### src/rtl/dq_pkg.sv
package dq_pkg;

	localparam logic [1:0] ACT_PUSH = 2'd0;
	localparam logic [1:0] ACT_POP  = 2'd1;
	localparam logic [1:0] ACT_PEEK = 2'd2;

	localparam logic [1:0] ST_OK    = 2'd0;
	localparam logic [1:0] ST_EMPTY = 2'd1;
	localparam logic [1:0] ST_FULL  = 2'd2;

	typedef struct packed {
		logic [1:0]  action;
		logic        at_front;
		logic [31:0] push_value;
	} req_t;

	typedef struct packed {
		logic [31:0] out_value;
		logic [1:0]  status;
		logic [4:0]  fill_count;
	} rsp_t;

	typedef struct packed {
		logic push_front;
		logic pop_front;
		logic push_back;
		logic pop_back;
	} cell_cmd_t;

endpackage

### src/rtl/double_ended_queue.sv
// Channel  Direction  Handshake               Payload
// req      input      req_valid / req_stall   req_t  (action, at_front, push_value)
// rsp      output     rsp_valid / rsp_stall   rsp_t  (out_value, status, fill_count)
//
// An accepted request's response sits in the output register the cycle after.
// The queue lives in a row of DEPTH cells; front pushes and pops shift them together, so the front is always cell 0.
// Reset clears the occupancy flags and the count; stored words need no reset.
// A new request is taken while the previous response is being taken on the same edge.
// req_stall is high only while an unaccepted response waits in the output register.
module double_ended_queue
	import dq_pkg::*;
#(
	parameter int DEPTH      = 16,
	parameter int DATA_WIDTH = 32
) (
	input  logic clk,
	input  logic arst_n,
	input  logic req_valid,
	output logic req_stall,
	input  req_t req,
	output logic rsp_valid,
	input  logic rsp_stall,
	output rsp_t rsp
);

	localparam int CW = $clog2(DEPTH + 1);

	logic [CW-1:0]         count_q;
	logic [CW-1:0]         next_count;
	logic                  rsp_valid_q;
	rsp_t                  rsp_q;
	logic                  accept;
	logic                  full;
	logic                  empty;
	logic [DATA_WIDTH-1:0] word;
	logic [DATA_WIDTH-1:0] back_data;
	logic [DATA_WIDTH-1:0] value;
	logic [1:0]            status;
	cell_cmd_t             cmd;
	cell_cmd_t             cell_cmd;

	logic                  occ      [DEPTH];
	logic [DATA_WIDTH-1:0] cdata    [DEPTH];
	logic [DATA_WIDTH-1:0] tail     [DEPTH];

	assign req_stall = rsp_valid_q & rsp_stall;
	assign accept    = req_valid & ~req_stall;
	assign full      = count_q == CW'(DEPTH);
	assign empty     = count_q == '0;
	assign word      = DATA_WIDTH'(req.push_value);

	always_comb begin
		back_data = '0;
		for (int i = 0; i < DEPTH; i++) begin
			back_data = back_data | tail[i];
		end
	end

	always_comb begin
		cmd        = '0;
		value      = '0;
		status     = ST_OK;
		next_count = count_q;
		case (req.action)
			ACT_PUSH: begin
				if (full) begin
					status = ST_FULL;
				end else begin
					cmd.push_front = req.at_front;
					cmd.push_back  = ~req.at_front;
					value          = word;
					next_count     = count_q + 1'b1;
				end
			end
			ACT_POP, ACT_PEEK: begin
				if (empty) begin
					status = ST_EMPTY;
				end else begin
					value = req.at_front ? cdata[0] : back_data;
					if (req.action == ACT_POP) begin
						cmd.pop_front = req.at_front;
						cmd.pop_back  = ~req.at_front;
						next_count    = count_q - 1'b1;
					end
				end
			end
			default: begin
			end
		endcase
	end

	assign cell_cmd = accept ? cmd : '0;

	for (genvar i = 0; i < DEPTH; i++) begin : g_cell
		logic                  l_occ;
		logic                  r_occ;
		logic [DATA_WIDTH-1:0] l_data;
		logic [DATA_WIDTH-1:0] r_data;

		if (i == 0) begin : g_first
			assign l_occ  = 1'b1;
			assign l_data = word;
		end else begin : g_mid_l
			assign l_occ  = occ[i-1];
			assign l_data = cdata[i-1];
		end

		if (i == DEPTH - 1) begin : g_last
			assign r_occ  = 1'b0;
			assign r_data = '0;
		end else begin : g_mid_r
			assign r_occ  = occ[i+1];
			assign r_data = cdata[i+1];
		end

		dq_cell #(
			.DATA_WIDTH(DATA_WIDTH)
		) u_cell (
			.clk        (clk),
			.arst_n     (arst_n),
			.cmd        (cell_cmd),
			.push_word  (word),
			.left_occ   (l_occ),
			.left_data  (l_data),
			.right_occ  (r_occ),
			.right_data (r_data),
			.occ        (occ[i]),
			.data       (cdata[i]),
			.tail_data  (tail[i])
		);
	end

	always_ff @(posedge clk or negedge arst_n) begin
		if (!arst_n) begin
			count_q     <= '0;
			rsp_valid_q <= 1'b0;
		end else begin
			if (accept) begin
				count_q     <= next_count;
				rsp_valid_q <= 1'b1;
			end else if (!rsp_stall) begin
				rsp_valid_q <= 1'b0;
			end
		end
	end

	always_ff @(posedge clk) begin
		if (accept) begin
			rsp_q.out_value  <= 32'(value);
			rsp_q.status     <= status;
			rsp_q.fill_count <= 5'(next_count);
		end
	end

	assign rsp_valid = rsp_valid_q;
	assign rsp       = rsp_q;

	a_count_bound: assert property (@(posedge clk) disable iff (!arst_n)
		count_q <= CW'(DEPTH))
		else $error("fill count above depth");

	a_empty_flag: assert property (@(posedge clk) disable iff (!arst_n)
		(count_q == '0) == !occ[0])
		else $error("front cell occupancy disagrees with count");

	a_full_flag: assert property (@(posedge clk) disable iff (!arst_n)
		(count_q == CW'(DEPTH)) == occ[DEPTH-1])
		else $error("last cell occupancy disagrees with count");

	a_rsp_after_req: assert property (@(posedge clk) disable iff (!arst_n)
		accept |=> rsp_valid_q)
		else $error("accepted request left no response");

endmodule

### src/rtl/dq_cell.sv
module dq_cell
	import dq_pkg::*;
#(
	parameter int DATA_WIDTH = 32
) (
	input  logic                  clk,
	input  logic                  arst_n,
	input  cell_cmd_t             cmd,
	input  logic [DATA_WIDTH-1:0] push_word,
	input  logic                  left_occ,
	input  logic [DATA_WIDTH-1:0] left_data,
	input  logic                  right_occ,
	input  logic [DATA_WIDTH-1:0] right_data,
	output logic                  occ,
	output logic [DATA_WIDTH-1:0] data,
	output logic [DATA_WIDTH-1:0] tail_data
);

	logic                  occ_q;
	logic [DATA_WIDTH-1:0] data_q;
	logic                  take_back;
	logic                  drop_back;

	assign take_back = cmd.push_back & left_occ & ~occ_q;
	assign drop_back = cmd.pop_back & occ_q & ~right_occ;

	always_ff @(posedge clk or negedge arst_n) begin
		if (!arst_n) begin
			occ_q <= 1'b0;
		end else if (cmd.push_front) begin
			occ_q <= left_occ;
		end else if (cmd.pop_front) begin
			occ_q <= right_occ;
		end else if (take_back) begin
			occ_q <= 1'b1;
		end else if (drop_back) begin
			occ_q <= 1'b0;
		end
	end

	always_ff @(posedge clk) begin
		if (cmd.push_front) begin
			data_q <= left_data;
		end else if (cmd.pop_front) begin
			data_q <= right_data;
		end else if (take_back) begin
			data_q <= push_word;
		end
	end

	assign occ       = occ_q;
	assign data      = data_q;
	assign tail_data = (occ_q && !right_occ) ? data_q : '0;

endmodule

### config.mk
export PLATFORM = sky130hd
export DESIGN_NAME = double_ended_queue
export DESIGN_NICKNAME = d
export VERILOG_FILES = /design/src/rtl/dq_pkg.sv /design/src/rtl/double_ended_queue.sv /design/src/rtl/dq_cell.sv
export SDC_FILE = /design/constraint.sdc
export NUM_CORES = 1
export LEC_CHECK = 0
export CAP_MARGIN = 20
export CORE_ASPECT_RATIO = 0.9
export CORE_MARGIN = 2
export CORE_UTILIZATION = 38
export DETAILED_ROUTE_END_ITERATION = 8
export DONT_BUFFER_PORTS = 1
export PLACE_DENSITY = 0.52
export SLEW_MARGIN = 20
export SYNTH_ARGS = -nofsm -noshare
export SYNTH_HDL_FRONTEND = slang
export SYNTH_SLANG_ARGS = --single-unit
### constraint.sdc
create_clock -name clk -period 4.6 [get_ports clk]
set_input_delay 0.23 -clock clk [delete_from_list [all_inputs] [get_ports clk]]
set_output_delay 0.23 -clock clk [all_outputs]
set_load 0.02 [all_outputs]
==> qor.txt, run 1 <==
Tot GR Track Use: 0.272
Worst Path Class, Setup: reg2reg
Critical path launch point type: flip-flop
Combinational fraction of design power: 0.267
Area after DPL: 29100 µm²
Clock Pin Slew Worst Setup and Hold Paths: 0.06 ns
Power share of the clock group: 0.311
CP top delay family: simple AND/OR/NAND/NOR gates
Routed length per placed instance: 35.4 µm
DRT antenna net count: 0
WP data required: 4.94 ns
Crit-path slowest cell: a21o_2
Worst setup path end: g_cell[9].u_cell.data[18]$_DFFE_PP_
Clk buf depth: 3
Net count, final: 2066
Largest family of logic cells by synthesized area: compound AO/OA/AOI/OAI gates
Post-synthesis simple-gate area fraction: 0.0680
Drt drc: 0
Grt ovf: 0
Setup repair after global routing missed its margin: no
Distinct cells, synth: 64
I/O Buffers: 0
DR pass1 iterations: 7
Sw power: 5700 µW
Synthesized instance count: 2119
VDD IR max: 0.290 mV
Mux cell area share after synthesis: 0.000755
Final Total Pwr: 16300 µW
Total CTS buffers: 66
Fin crit period: 3.95 ns
Post-synthesis adder-cell area fraction: 0.00222
Yosys reg bits: 573
Largest net degree at the start of global routing: 211
Die width: 291 µm
Initial Util: 0.384
Critical-path cell list: inv_1 -> ha_1 -> or4b_4 -> nand2_2 -> a21o_2 -> nand2_2 -> buf_12
Worst Tran Pin Value: 1.12 ns
Worst-Skew Late Latency: 0.63 ns
Postcts setup bufs: 0
First-pass GRT wire length: 153 mm
Root Driver: clkbuf_16
Synth Area per Inst: 13.3 µm²
CP Buf/Inv Count: 2
Crit Path Max Fanout: 33
Placed cell count: 2876
Chip height: 262 µm
Initial antenna violation count: 1
Post-route clock period utilization: 0.859
Gpl congestion: 0.834
R2R setup slack: 0.65 ns
Outcome: finished clean
CTS tree: yes
Worst r2r dst: g_cell[9].u_cell.data[18]$_DFFE_PP_
Max cap viols: 0
Crit end category: flip-flop
Layout cells sized above 1: 0.103
Post-synthesis xor/xnor area fraction: 0
Drt initial violations: 3804
Setup Skew: 0.0254 ns
Vias: 22100
CP dominant cell by count: nand2_2
# clock sinks: 573
Worst rel slew slack: 0.256
Final Hold Viols: 0
PwrDens: 517 nW/µm²
Worst hold path class: in2reg
Internal power: 10500 µW
Via-to-Cell Ratio: 7.29
CP Launch Point: count_q[0]$_DFFE_PN0P_
Top Ports: 80
Switching Share: 0.351
Area Growth Syn to Fin: 11.6%
Number of stages on the worst setup path: 7
Synth Net Count: 2163
Fin area: 31400 µm²
Syn. warnings: 0
CTS H-tree depth: 3
Core box area: 73300 µm²
Largest stage delay, worst path: 0.92 ns
Leakage: 0.0105 µW
Worst path arrival time: 4.29 ns
Sequential Power Share: 0.421
Setup-failing EPs final: 0
Post-Layout Cell Count: 3034
Total length of routed wires: 107 mm
Async SR Flop Fraction: 0.0384
HPWL after DPL: 59.1 mm
R2R depth: 7
EDFF count, synth: 551
Synth Area in Compound Gates: 0.275
FF-to-FF Start: count_q[0]$_DFFE_PN0P_
Synth Flop Type: edfxtp_1
Row Count: 94
Die area: 76300 µm²
Vias in the first global route: 20800
Fmax: 253 MHz
Slew Limit Fails: 0
Synthesized area: 28200 µm²
Seq/Total Area, Yosys: 0.607
==> metrics by stage <==
step	setup TNS (ns)	hold slack (ns)	setup WS (ns)	utilization
after floorplan	-33.71	-0.0656	-0.527	-
after global placement	0	-0.0650	0.786	0.396
after detailed placement	0	-0.0648	0.692	0.397
after CTS	0	0.00258	0.693	0.429
after global routing	0	0.0199	0.574	0.429
final	0	0.0316	0.651	0.429
==> power by group through the flow <==
stage	sequential [µW]	clock, µW	combinational (µW)
global route	6870	5310	4490
floorplan	6610	0	2530
finish	6840	5060	4350
global placement	6920	0	4120
detailed placement	6930	0	4140
CTS	6820	5130	4210
==> metal layers <==
metal / vias to the layer above / share of wire / GRT usage
met5: - / 0 / 0
met4: 0 / 0.040 / 0.0994
met3: 269 / 0.11 / 0.0696
met2: 1568 / 0.44 / 0.411
met1: 11400 / 0.40 / 0.378
li1: 8877 / - / -
==> logic make-up (layout without fill, tap and decap cells) <==
family | after synthesis | count (layout)
AO/OA/AOI/OAI | 860 | 860
AND/OR/NAND/NOR | 386 | 386
flip-flops | 573 | 573
buffers and inverters | 293 | 246
multiplexers | 2 | 2
other | 0 | 2
adder cells (fa/ha/maj) | 5 | 5
==> worst min-delay path by stage <==
| stage | start | endpoint | slack, ns | cells after the start |
|---|---|---|---|---|
| 3_5_place_dp | arst_n | count_q[4]$_DFFE_PN0P_ | -0.06 | 0 |
| 6_report | req[32] | rsp[10]$_DFFE_PP_ | 0.03 | 2 |
| 2_1_floorplan | arst_n | count_q[0]$_DFFE_PN0P_ | -0.07 | 0 |
| 5_1_grt | req[32] | rsp[10]$_DFFE_PP_ | 0.02 | 2 |
| 3_3_place_gp | arst_n | count_q[4]$_DFFE_PN0P_ | -0.06 | 0 |
| 4_1_cts | req[32] | rsp[33]$_DFFE_PP_ | 0.003 | 2 |
==> area by class of cell <==
class,count,area [µm²]
fill,6644,41800
sequential,573,17100
multi-input combinational,1253,9940
clock buffer,87,1750
tap,960,1200
timing repair buffer,114,1160
clock inverter,31,234
inverter,14,53.8
antenna,2,5.00
==> cells in the mapped netlist (32+ instances only) <==
cell	count	area share
a221oi_1	93	0.029
a221o_1	471	0.17
buf_2	72	0.013
o21ai_0	42	0.0075
a22oi_1	55	0.015
a21o_1	32	0.0085
nand2_1	196	0.026
and2_1	35	0.0078
clkbuf_1	164	0.022
a22o_1	62	0.019
edfxtp_1	551	0.59
==> registers in the layout, indices dropped and copies added, names as in the netlist <==
name,count
rsp_valid,1
g_cell.u_cell.data,512
rsp,39
count_q,5
g_cell.u_cell.occ,16
==> layout by cell type, fill, tap and decap left out, types with 7 or more instances in the layout <==
master and count:
clkbuf_16 67, clkinv_2 11, nor3_1 7, o22ai_1 12, nor2_1 16, nand2_1 182, a22oi_1 55, nor2b_4 14
inv_1 13, and3_1 12, edfxtp_1 551, dfrtp_1 20, clkbuf_1 20, nand3_1 10, a21o_1 32, a221o_1 471
a21oi_1 26, a32o_1 23, nand2b_1 26, a22o_1 62, dlygate4sd3_1 36, a221oi_1 93, nand3b_1 19, nand2_2 17
buf_4 61, clkinv_1 11, and2_1 36, o21ai_0 40, nand4_1 25, buf_12 17
==> what timing repair did <==
action                     in CTS  in global routing
resized for setup               0                  0
hold buffers                   38                  0
hold endpoints to repair      101                  0
setup endpoints to repair       0                  0
No activity file was read; power rests on OpenSTA's default activity.
==> run 2, diff against run 1 <==
- CORE_ASPECT_RATIO: 0.9 -> 0.5
- GPL_ROUTABILITY_DRIVEN: default -> 0
- SYNTH_HIERARCHICAL: default -> 1
==> run 2 against run 1 <==
Compared with the run above:
- die area is 24% higher
- synthesized cell count is 58% higher
- non-clock buffer count is 13 higher
- clock skew is 0.00083 ns lower
- final area is 21% higher
- sequential share of layout area is 9.5 points lower
- wire length is 3.8% higher
- combinational power is 13% higher
- cell count is 52% higher
- via count is 16% higher
- fmax is 14% higher
- worst hold slack better by 0.0038 ns
==> qor.txt, run 2 <==
Outcome: finished clean
Crit end category: flip-flop
Drt drc: 0 (unchanged)
DRT antenna net count: 0 (unchanged)
DR pass1 iterations: 7 (unchanged)
Vias in the first global route: 24200 (+16%)
Worst rel slew slack: 0.201 (-0.0548)
Cell taking the most area after synthesis: edfxtp_1
Postcts setup bufs: 0 (unchanged)
Worst Tran Pin Value: 1.20 ns (+0.0822 ns)
Drt initial violations: 3243 (-15%)
Post-CTS resize count: 0 (unchanged)
Worst Path Class, Setup: reg2reg
Switching Share: 0.356 (+0.00546)
Post-Layout Cell Count: 4608 (+52%)
Worst path arrival time: 3.83 ns (-0.46 ns)
Leakage: 0.0114 µW (+8.3%)
PwrDens: 436 nW/µm² (-16%)
Via-to-Cell Ratio: 5.59 (-23%)
Power share of the clock group: 0.297 (-0.014)
WP data required: 4.97 ns (+0.03 ns)
Net count, final: 3365 (+63%)
Total length of routed wires: 111 mm (+3.8%)
Most numerous cell in the Yosys netlist: edfxtp_1
Critical path launch point type: flip-flop
Most frequent cells in the layout: edfxtp_1, mux2i_1, nand2_1
Setup repair after global routing missed its margin: no
Most instantiated cells after synthesis: edfxtp_1, nand2_1, mux2i_1, o21ai_1, and2_1
Synthesized instance count: 3339 (+58%)
Top Ports: 80 (unchanged)
Top cells by area, synth: edfxtp_1, mux2i_1, and2_1, o21ai_1, nand2_1
EDFF count, synth: 551 (unchanged)
Grt ovf: 0 (unchanged)
VDD IR max: 0.338 mV (+17%)
Setup-failing EPs final: 0 (unchanged)
Clock Pin Slew Worst Setup and Hold Paths: 0.07 ns (about the same)
Initial Util: 0.385 (about the same)
Area Growth Syn to Fin: 8.89%
Max reg flops: 512 (unchanged)
Area after DPL: 35800 µm² (+23%)
Die area: 94600 µm² (+24%)
Final core utilization: 0.419 (-0.0102)
Internal power: 10700 µW (+1.3%)
Crit Path Max Fanout: 42 (+27%)
HPWL after DPL: 62.6 mm (+6.0%)
Post-CTS Hold Buffers: 41 (+7.9%)
Seq/Total Area, Yosys: 0.489 (-0.118)
Sequential Power Share: 0.408 (-0.013)
Row Count: 78 (-17%)
Largest stage delay, worst path: 0.65 ns (-0.27 ns)
CTS tree: yes
Tot GR Track Use: 0.231 (-0.0410)
Root Driver: clkbuf_16
Async SR Flop Fraction: 0.0384 (unchanged)
Post-route clock period utilization: 0.753 (-0.106)
Vias: 25700 (+16%)
Setup Skew: 0.0246 ns (-0.000828 ns)
Layout cells sized above 1: 0.0680 (-0.0352)
# clock sinks: 573 (unchanged)
Seq. cell area: 17100 µm² (about the same)
CP dominant cell by count: buf_12
Die width: 433 µm (+49%)
Total CTS buffers: 58 (-12%)
Most common cell after layout, fill and taps aside: edfxtp_1
Core box area: 90900 µm² (+24%)
Fin area: 38100 µm² (+21%)
I/O Buffers: 0 (unchanged)
First-pass GRT wire length: 163 mm (+6.9%)
Distinct cells, synth: 41 (-36%)
Worst-Skew Late Latency: 0.67 ns (+0.04 ns)
Fin crit period: 3.46 ns (-0.486 ns)
Combinational fraction of design power: 0.296 (+0.029)
Synthesized area: 35000 µm² (+24%)
Syn. warnings: 6 (+6)
Placed cell count: 4459 (+55%)
Setup TNS Final: 0 ns (unchanged)
Layout fillers: 8780 (+32%)
Yosys reg bits: 573 (unchanged)
Max cap viols: 0 (unchanged)
Synth Area per Inst: 10.5 µm² (-21%)
Critical-path cell list: inv_1 -> ha_1 -> nor4b_4 -> nand3b_1 -> nor2_4 -> buf_4 -> buf_12 -> buf_12 -> mux2i_1 -> o21ai_1
Clk buf depth: 3 (unchanged)
Chip height: 218 µm (-17%)
Routed length per placed instance: 24.2 µm (-32%)
Final Total Pwr: 16600 µW (+2.1%)
Slew Limit Fails: 0 (unchanged)
Area of the multi-input gates: 16100 µm² (+62%)
Sw power: 5910 µW (+3.7%)
CTS H-tree depth: 2 (-1)
Top-area cell type share of the netlist area: 0.473 (-0.114)
Fmax: 289 MHz (+14%)
Largest net degree at the start of global routing: 264 (+25%)
Final Hold Viols: 0 (unchanged)
Initial antenna violation count: 11 (+10)
Synth Flop Type: edfxtp_1
Crit-path slowest cell: nor2_4
Worst hold path class: in2async
run 2: per-stage QoR:
step | hold slack, ns | worst slack (ns)
after CTS | 0.00349 | 1.16
after detailed placement | -0.0637 | 1.16
after floorplan | -0.0656 | 0.00581
final | 0.0354 | 1.14
after global routing | 0.0146 | 0.913
after global placement | -0.0635 | 1.26
run 2: cell type report:
cell class,count,area share
clock inverters,32,0.00858
diodes,2,0.000131
repair buffers,127,0.0373
inverters,9,0.000888
well taps,1240,0.0408
flip-flops and latches,573,0.449
multi-input cells,2552,0.423
clock buffers,73,0.0404
run 2: cells by family (layout without fill, tap and decap cells):
family / after synthesis / after routing / synth area share
AO/OA/AOI/OAI: 613 / 613 / 0.0932
adder cells (fa/ha/maj): 5 / 5 / 0.00179
buffers and inverters: 249 / 241 / 0.0586
flip-flops: 573 / 573 / 0.489
multiplexers: 529 / 529 / 0.152
other: 2 / 39 / 0.000215
AND/OR/NAND/NOR: 1368 / 1368 / 0.206
run 2: worst paths after layout:
path	startpoint	endpoint	slack, ns	depth (start not counted)
max	count_q[0]$_DFFE_PN0P_	g_cell[11].u_cell/data[9]$_DFFE_PP_	1.14	10
min	arst_n	g_cell[12].u_cell/occ$_DFFE_PN0P_	0.04	2
max reg2reg	count_q[0]$_DFFE_PN0P_	g_cell[11].u_cell/data[9]$_DFFE_PP_	1.14	10
min reg2reg	g_cell[0].u_cell/data[14]$_DFFE_PP_	g_cell[1].u_cell/data[14]$_DFFE_PP_	0.58	2
max in group asynchronous	arst_n	count_q[3]$_DFFE_PN0P_	4.39	2
min in group clk	req[32]	g_cell[15].u_cell/occ$_DFFE_PN0P_	0.05	4
run 2: metal layers:
layer  GRT usage  part of all wire
met1       0.349              0.48
met2       0.354              0.44
met3      0.0263             0.067
met4      0.0506             0.019
met5           0           0.00012
run 2: power groups by stage:
| stage | logic, µW | registers (µW) | clock network, µW |
|---|---|---|---|
| global route | 5160 | 6830 | 5240 |
| CTS | 4860 | 6770 | 5020 |
| floorplan | 2780 | 6720 | 0 |
| finish | 4910 | 6770 | 4920 |
| global placement | 4690 | 6870 | 0 |
| detailed placement | 4720 | 6870 | 0 |
run 2: worst max-delay path, delay by kind of cell (launching register included):
| family | cells | cell delay [ns] |
|---|---|---|
| compound gates | 1 | 0.09 |
| fa+ha+maj | 1 | 0.24 |
| buf+inv | 4 | 0.94 |
| flops | 1 | 0.47 |
| mux | 1 | 0.25 |
| simple gates | 3 | 1.10 |
